--- src/rtl/core/tea_block_cipher_with_tail_xor_defines.svh ---
// Assertion macros for the TEA block cipher core.
`ifndef TEA_BLOCK_CIPHER_WITH_TAIL_XOR_DEFINES_SVH
`define TEA_BLOCK_CIPHER_WITH_TAIL_XOR_DEFINES_SVH
`ifndef SYNTHESIS
`define TEABC_ASSERT(lbl, clk, rstn, prop, msg) \
    lbl: assert property (@(posedge clk) disable iff (!rstn) prop) else $error(msg);
`define TEABC_ASSERT_ALWAYS(lbl, clk, prop, msg) \
    lbl: assert property (@(posedge clk) prop) else $error(msg);
`else
`define TEABC_ASSERT(lbl, clk, rstn, prop, msg)
`define TEABC_ASSERT_ALWAYS(lbl, clk, prop, msg)
`endif
`endif

--- src/rtl/core/teabc_pkg.sv ---
// Shared types, constants and the TEA mixing function.
`default_nettype none
package teabc_pkg;
    localparam int          ROUND_COUNT_DEF = 32;
    localparam logic [31:0] TEA_DELTA       = 32'h9e3779b9;
    localparam logic [7:0]  TAIL_MASK       = 8'h9e;
    localparam int          CFG_IDX_W       = 2;

    typedef enum logic [CFG_IDX_W-1:0] {
        CFG_KEY_FIRST  = 2'd0,
        CFG_KEY_SECOND = 2'd1,
        CFG_DECRYPT    = 2'd2,
        CFG_UNUSED     = 2'd3
    } t_cfg_index;

    typedef struct packed {
        logic        valid;
        logic        full;
        logic        decrypt;
        logic [31:0] y;
        logic [31:0] z;
    } t_stage;

    function automatic logic [31:0] tea_mix(input logic [31:0] v, input logic [31:0] sum,
                                            input logic [31:0] a, input logic [31:0] b);
        tea_mix = ((v << 4) + a) ^ (v + sum) ^ ((v >> 5) + b);
    endfunction
endpackage
`default_nettype wire

--- src/rtl/core/teabc_cell.sv ---
// One half round of TEA: updates one word of a full block and hands the block on.
`default_nettype none
module teabc_cell #(
    parameter int ROUNDS = teabc_pkg::ROUND_COUNT_DEF,
    parameter int IDX    = 0,
    parameter int HALF   = 0
) (
    input  wire logic             i_clk,
    input  wire logic             i_rst_n,
    input  wire logic             i_en,
    input  wire logic [31:0]      i_key_a,
    input  wire logic [31:0]      i_key_b,
    input  wire teabc_pkg::t_stage i_stage,
    output teabc_pkg::t_stage     o_stage
);
    localparam logic [31:0] SUM_ENC = 32'(64'(teabc_pkg::TEA_DELTA) * 64'(IDX + 1));
    localparam logic [31:0] SUM_DEC = 32'(64'(teabc_pkg::TEA_DELTA) * 64'(ROUNDS - IDX));
    localparam logic        IS_HALF1 = (HALF == 1);

    teabc_pkg::t_stage n_stage;
    teabc_pkg::t_stage r_stage;
    logic              r_valid;
    logic              upd_y;
    logic [31:0]       src;
    logic [31:0]       dst;
    logic [31:0]       sum;
    logic [31:0]       mix;
    logic [31:0]       res;

    always_comb begin
        n_stage = i_stage;
        upd_y   = i_stage.decrypt ? IS_HALF1 : !IS_HALF1;
        src     = upd_y ? i_stage.z : i_stage.y;
        dst     = upd_y ? i_stage.y : i_stage.z;
        sum     = i_stage.decrypt ? SUM_DEC : SUM_ENC;
        mix     = teabc_pkg::tea_mix(src, sum, i_key_a, i_key_b);
        res     = i_stage.decrypt ? (dst - mix) : (dst + mix);
        if (i_stage.full) begin
            if (upd_y) begin
                n_stage.y = res;
            end else begin
                n_stage.z = res;
            end
        end
    end

    always_ff @(posedge i_clk) begin
        if (!i_rst_n) begin
            r_valid <= 1'b0;
        end else if (i_en) begin
            r_valid <= n_stage.valid;
        end
    end

    always_ff @(posedge i_clk) begin
        if (i_en) begin
            r_stage <= n_stage;
        end
    end

    always_comb begin
        o_stage       = r_stage;
        o_stage.valid = r_valid;
    end
endmodule
`default_nettype wire

--- config.mk ---
export PLATFORM = sky130hd
export DESIGN_NAME = teabc_cell
export DESIGN_NICKNAME = d
export VERILOG_FILES = /design/src/rtl/core/tea_block_cipher_with_tail_xor_defines.svh /design/src/rtl/core/teabc_pkg.sv /design/src/rtl/core/teabc_cell.sv
export SDC_FILE = /design/constraint.sdc
export NUM_CORES = 1
export LEC_CHECK = 0
export BUFFER_PORTS_ARGS = -buffer_cell sky130_fd_sc_hd__buf_4
export CAP_MARGIN = 15
export CORE_ASPECT_RATIO = 1.2
export CORE_MARGIN = 1.5
export CORE_UTILIZATION = 35
export CTS_CLUSTER_DIAMETER = 200
export CTS_CLUSTER_SIZE = 24
export DETAILED_ROUTE_END_ITERATION = 8
export GPL_TIMING_DRIVEN = 0
export HOLD_SLACK_MARGIN = 0.08
export PLACE_DENSITY = 0.64
export SLEW_MARGIN = 25
export SYNTH_ARGS = -nofsm -noshare
export SYNTH_HDL_FRONTEND = slang
export SYNTH_SLANG_ARGS = --single-unit
--- constraint.sdc ---
create_clock -name i_clk -period 7.9 [get_ports i_clk]
set_input_delay 0.79 -clock i_clk [delete_from_list [all_inputs] [get_ports i_clk]]
set_output_delay 0.79 -clock i_clk [all_outputs]
set_load 0.01 [all_outputs]
==> results of run 1 <==
-- worst register-to-register path: cells and delay by family, from the launching register on --
kind | cells | cell delay, ns
multiplexers | 1 | 0.12
flip-flops | 1 | 0.31
AND/OR/NAND/NOR | 1 | 0.06
-- state kept, by name, summed over array words and instances, names as in the netlist --
register and count:
r_valid 1, o_stage 66
-- layout by cell type (no fill, tap or decap), types with 7 or more instances in the layout --
cell / synthesis / final
edfxtp_1: 66 / 66
nor2b_1: 12 / 12
nand4_1: 11 / 11
o31ai_1: 9 / 7
nand2b_1: 20 / 20
buf_4: 3 / 216
mux2i_1: 8 / 8
o21bai_1: 12 / 11
xor2_1: 45 / 44
a31oi_1: 23 / 22
xnor2_1: 123 / 114
or3_1: 7 / 7
o21ai_0: 117 / 113
nor2_1: 73 / 70
o211ai_1: 11 / 11
nor3b_1: 10 / 10
nand3_1: 26 / 26
clkbuf_1: 22 / 19
xnor2_2: 1 / 9
nand3b_1: 7 / 7
clkbuf_16: 0 / 10
inv_1: 39 / 39
nor3_1: 30 / 29
xnor3_1: 13 / 7
or2_2: 7 / 7
and3_1: 14 / 12
a21oi_1: 89 / 84
o21a_1: 15 / 15
mux2_2: 49 / 48
a211oi_1: 10 / 8
nand2_1: 130 / 130
a21o_1: 40 / 40
o211a_1: 7 / 7
and2_1: 14 / 14
ha_1: 95 / 90
-- cells by family (layout without fill, tap and decap cells) --
logic type,Yosys count,after routing,synth area share [%]
adders and majority gates,98,98,11.65
and+or+nand+nor,393,393,18.59
xor gates and xnor gates,185,185,17.28
DFF,67,67,18.69
other,0,1,0
AOI/OAI and AO/OA,408,408,24.63
muxes,59,59,6.178
buffers and inverters,76,303,2.978
-- cell usage after synthesis (6+ instances only) --
cell type / number
nand2_1: 130
xnor2_1: 123
o21ai_0: 117
ha_1: 95
a21oi_1: 89
nor2_1: 73
edfxtp_1: 66
mux2_2: 49
xor2_1: 45
a21o_1: 40
inv_1: 39
nor3_1: 30
nand3_1: 26
a31oi_1: 23
clkbuf_1: 22
nand2b_1: 20
o21a_1: 15
and2_1: 14
and3_1: 14
xnor3_1: 13
nor2b_1: 12
o21bai_1: 12
nand4_1: 11
o211ai_1: 11
a211oi_1: 10
nor3b_1: 10
o31ai_1: 9
mux2i_1: 8
nand3b_1: 7
nor4_1: 7
o211a_1: 7
or2_2: 7
or3_1: 7
a211o_1: 6
buf_2: 6
-- stage by stage --
step                total power [mW]  setup WS, ns  instance area [um^2]  TNS (ns)
finish                         3.507        0.2184                 13500         0
global route                   3.775       0.02568                 13500         0
CTS                            3.390        0.1080                 13320         0
detailed placement             2.924        -1.978                 12720    -35.01
global placement               2.890        -1.928                 12720    -33.51
floorplan                      2.291       0.04523                 10730         0
-- power groups by stage --
stage	clock network, mW	logic [mW]	registers (mW)
final	0.343	2.64	0.525
after global routing	0.363	2.88	0.533
after CTS	0.350	2.51	0.527
after detailed placement	0	2.39	0.534
after global placement	0	2.36	0.531
after floorplan	0	1.72	0.573
-- per-layer routing --
layer | vias up | GRT usage, %
li1 | 5255 | -
met1 | 5205 | 30.27
met2 | 426 | 39.78
met3 | 84 | 1.771
met4 | 0 | 10.40
met5 | - | 0
-- worst paths after layout --
path / cells past startpoint / startpoint / endpoint
max: 32 / i_stage[64] / o_stage[29]
min: 2 / r_valid / r_valid
max reg2reg: 2 / r_valid / r_valid
min reg2reg: 2 / r_valid / r_valid
-- repair_timing --
action	in CTS	in global routing
pin swaps	18	14
setup buffers	10	6
gates cloned	0	0
setup endpoints to repair	30	14
resized for setup	62	31
-- area by class of cell --
cell class	instances	area [um^2]	area share, %
Antenna cell	1	2.502	0.01853
Buffer	34	221.5	1.640
Clock buffer	10	229.0	1.696
Clock inverter	4	20.02	0.1482
Inverter	40	150.1	1.112
Multi-Input combinational cell	1143	8766	64.91
Sequential cell	67	2002	14.82
Tap cell	396	495.5	3.669
Timing Repair Buffer	215	1618	11.98
==> flow_summary.toml, run 1 <==
[synth]
synth-seq-cells = 67
synth_edf_count = 66
syn_area_per_cell_um2 = 8.331
yosys_most_used_dff = "edfxtp_1"
synthTopCellsByArea = "edfxtp_1, ha_1, xnor2_1"
netlist_area_um2 = 10710
netlist.top_cell.by_area = "edfxtp_1"
postSynthCellCount = 1286
yosysTopAreaCellShare_pct = 18.50
synth_warnings = 0
ys_seq_area_share_pct = 18.69
synth_nets = 1518
async_flop_share_pct = 0
synth.distinct_cells = 91

[worst_setup_path]
cp_top_family = "compound AO/OA/AOI/OAI gates"
path_buf_inv = 7
end_kind = "register"
cp_slowest_cell = "or4_4"
reg2reg_slack_ns = 7.31
required_ns = 7.98
cp_max_fo = 17
arrival_ns = 7.77
critPathKind = "in2reg"
slowest_delay_ns = 0.55
cp-start-kind = "input port"

[place]
placed_cells = 1881
gp_congestion = 0.9239
port_buffers = 199
hpwl_um = 31820

[clocking]
cts.sinks = 67
htreeDepth = 3
numCtsBuffers = 9
clock_latency_ns = 0.33
cts_hold_buf = 0
clk_path_buf_depth = 2
cts-root-buf = "clkbuf_16"
cts_tree = "built"
clkTransAtPathRegs_ns = 0.05

[layout]
final_nets = 1742
final_core_util_pct = 44.56
fin_cells = 1910
num-fill-cells = 3039
area_growth_pct = 26.04
drive_above_1_share_pct = 24.52

[power]
p_sw_share_pct = 46.05
p_int_mw = 1.892
power.share.sequential_pct = 15.0
switching_power_mw = 1.615
pwr-share-clk_pct = 9.8
ir_drop_uv = 165.5
combPwrFrac_pct = 75.3
p_leak_nw = 5.727
p_per_area_nw_per_um2 = 259.7

[timing]
skew_ns = 0
post-route-period-util_pct = 97.24
timing.hold.ws_ns = 0.5218
slew_viol_final = 0
tightest_slew_ns = 0.8433
finalSetupViolCount = 0
clock.fmax_mhz = 130.2
slew-limit-headroom_pct = 43.78
finalHoldViolCount = 0
min_period_ns = 7.682
rsz0062_at_grt = "false"

[route]
finalWirelength_um = 38210
met3_length_um = 2114
routed.top_layer = "met4"
drc_errors = 0
first_iter_violations = 811
route.vias.total = 10970
antenna_left = 0
drt-vias-per-instance = 5.743
wl_per_cell_um = 20.00
met2RoutedLength_um = 18110
wl_met1_um = 16420
first_pass_iters = 5

[global_route]
grtUsageTotal_pct = 23.46
grt_pass1_vias = 10500
antenna_found_initial = 1
grt_max_degree = 68
grt_pass1_wl_um = 57860
grt_remaining_overflow = 0

[floorplanning]
ios = 201
die_h_um = 194.7
row_count = 70
die_w_um = 162.7
die_area_um2 = 31670
core_um2 = 30300
initial_core_util_pct = 35.36

[run_status]
status = "finished, final reports clean"

[hold_path]
hp-class = "reg2reg"

[run]
maxCapViolCount = 0
(Power assumes the default switching activity.)
==> inputs of run 2 (changes only) <==
--- a/config.mk
+++ b/config.mk
@@ -5,7 +5,6 @@
 export SDC_FILE = /design/constraint.sdc
 export NUM_CORES = 1
 export LEC_CHECK = 0
-export BUFFER_PORTS_ARGS = -buffer_cell sky130_fd_sc_hd__buf_4
 export CAP_MARGIN = 15
 export CORE_ASPECT_RATIO = 1.2
 export CORE_MARGIN = 1.5
@@ -13,9 +12,10 @@
 export CTS_CLUSTER_DIAMETER = 200
 export CTS_CLUSTER_SIZE = 24
 export DETAILED_ROUTE_END_ITERATION = 8
+export DONT_BUFFER_PORTS = 1
 export GPL_TIMING_DRIVEN = 0
 export HOLD_SLACK_MARGIN = 0.08
-export PLACE_DENSITY = 0.64
+export PLACE_DENSITY = 0.58
 export SLEW_MARGIN = 25
 export SYNTH_ARGS = -nofsm -noshare
 export SYNTH_HDL_FRONTEND = slang
==> constraint.sdc (replaced) <==
create_clock -name i_clk -period 6.3 [get_ports i_clk]
set_input_delay 0.63 -clock i_clk [delete_from_list [all_inputs] [get_ports i_clk]]
set_output_delay 0.63 -clock i_clk [all_outputs]
set_load 0.01 [all_outputs]
==> flow_summary.toml, run 2 (same netlist as run 1, synthesis figures left out) <==
[run_status]
status = "complete, but fails checks"
violations = "setup timing"

[place]
dpl-instance-area_um2 = 11340
port_buffers = 0
gp_congestion = 0.9016
hpwl_um = 31600
preCtsSetupSlack_ns = -2.504

[layout]
seqCellArea_um2 = 2002
layout_commonest_cell = "nand2_1"
num-fill-cells = 3053
largest_reg_flops = 66
final_cell_mix = "nand2_1, xnor2_1, o21ai_0, ha_1, a21oi_1"
area_growth_pct = 18.07
design_area_um2 = 12650
drive_above_1_share_pct = 18.04
final_core_util_pct = 41.74
multi_input_area_um2 = 9000
final_nets = 1585
n_antenna_cell = 0

[floorplanning]
die_h_um = 194.7
core_um2 = 30300
ios = 201
die_w_um = 162.7
row_count = 70
initial_core_util_pct = 35.36
die_area_um2 = 31670

[worst_setup_path]
cp_max_fo = 6
reg2reg_slack_ns = 5.71
required_ns = 6.38
path_depth = 33
r2r-end = "r_valid"
cp_top_family = "compound AO/OA/AOI/OAI gates"
cp-start-kind = "input port"
crit_top_cell = "buf_12"
arrival_ns = 7.22
critPathKind = "in2reg"
cp_slowest_cell = "or4_4"
timing.rr.start = "r_valid"
reg2reg_depth = 2
slowest_delay_ns = 0.57
end_kind = "register"
path_buf_inv = 8

[power]
p_total_mw = 4.532
ir_drop_uv = 226.2
p_leak_nw = 5.051
p_per_area_nw_per_um2 = 358.3

[timing]
tightest_slew_ns = 0.8064
fin_tns_setup_ns = -8.857
setup_slack_ns = -0.8371
post-route-period-util_pct = 113.3
rsz0062_at_grt = "true"
slew_viol_final = 0
min_period_ns = 7.137
finalSetupViolCount = 20
clock.fmax_mhz = 140.1
finalHoldViolCount = 0
skew_ns = 0
slew-limit-headroom_pct = 46.24

[route]
first_iter_violations = 648
finalWirelength_um = 38840
route.vias.total = 10350
drc_errors = 0
wl_per_cell_um = 22.14
antenna_left = 0
first_pass_iters = 7
drt-vias-per-instance = 5.902

[global_route]
grt_max_degree = 68
grt_pass1_wl_um = 58310
antenna_found_initial = 0
grt_remaining_overflow = 0
grtUsageTotal_pct = 23.82
grt_pass1_vias = 10250

[clocking]
htreeDepth = 3
cts-root-buf = "clkbuf_16"
cts_tree = "built"
numCtsBuffers = 9
cts.sinks = 67
cts_hold_buf = 0
clkTransAtPathRegs_ns = 0.06
clk_path_buf_depth = 2
clock_latency_ns = 0.33

[hold_path]
whs_path_depth = 0
hp-start = "i_stage[64]"
hp-class = "in2reg"
min_to = "o_stage[64]"

[run]
maxCapViolCount = 0
==> run 2: cell count changes in the layout (fill, tap and decap cells not counted), sizes merged <==
cell / change
buf: -157
bufinv: +1
clkbuf: +1
clkinv: -1
clkinvlp: +1
diode: -1
==> run 2: final cells by class <==
class / count / area share [%]
clock inverter: 5 / 0.4253
clock buffer: 11 / 1.840
sequential: 67 / 15.83
tap: 396 / 3.917
timing repair buffer: 57 / 3.442
buffer: 35 / 2.216
multi-input combinational: 1143 / 71.15
inverter: 40 / 1.187
==> run 2: per-layer routing <==
metal | GRT usage (%) | vias up | wire length [um]
li1 | - | 4938 | -
met1 | 28.97 | 4981 | 16200
met2 | 40.36 | 348 | 18340
met3 | 4.161 | 85 | 2501
met4 | 11.42 | 0 | 1802
met5 | 0 | - | 0
==> run 2: timing repair <==
item,4_1_cts,5_1_grt
resized for setup,101,31
cloned,0,0
setup buffers,45,12
pin swaps,55,30
setup endpoints to repair,42,33
==> run 2: power by group <==
| part | switching [mW] | internal, mW |
|---|---|---|
| clock | 0.178 | 0.304 |
| combinational | 1.80 | 1.52 |
| sequential | 0.0885 | 0.637 |
==> run 2: metrics by stage <==
stage          hold WS [ns]  std cells
6_report             0.3917       1754
5_1_grt              0.3768       1754
3_3_place_gp         0.5019       1682
3_5_place_dp         0.5136       1682
4_1_cts              0.3799       1743
2_1_floorplan        0.4839       1286
==> run 2: worst max-delay path by stage <==
stage / end / startpoint / slack, ns
3_3_place_gp: o_stage[63] / i_stage[64] / -2.44
6_report: o_stage[29] / i_stage[64] / -0.84
5_1_grt: o_stage[29] / i_stage[64] / -1.04
4_1_cts: o_stage[29] / i_stage[64] / -0.83
3_5_place_dp: o_stage[63] / i_stage[64] / -2.50
2_1_floorplan: o_stage[29] / i_stage[64] / -0.81
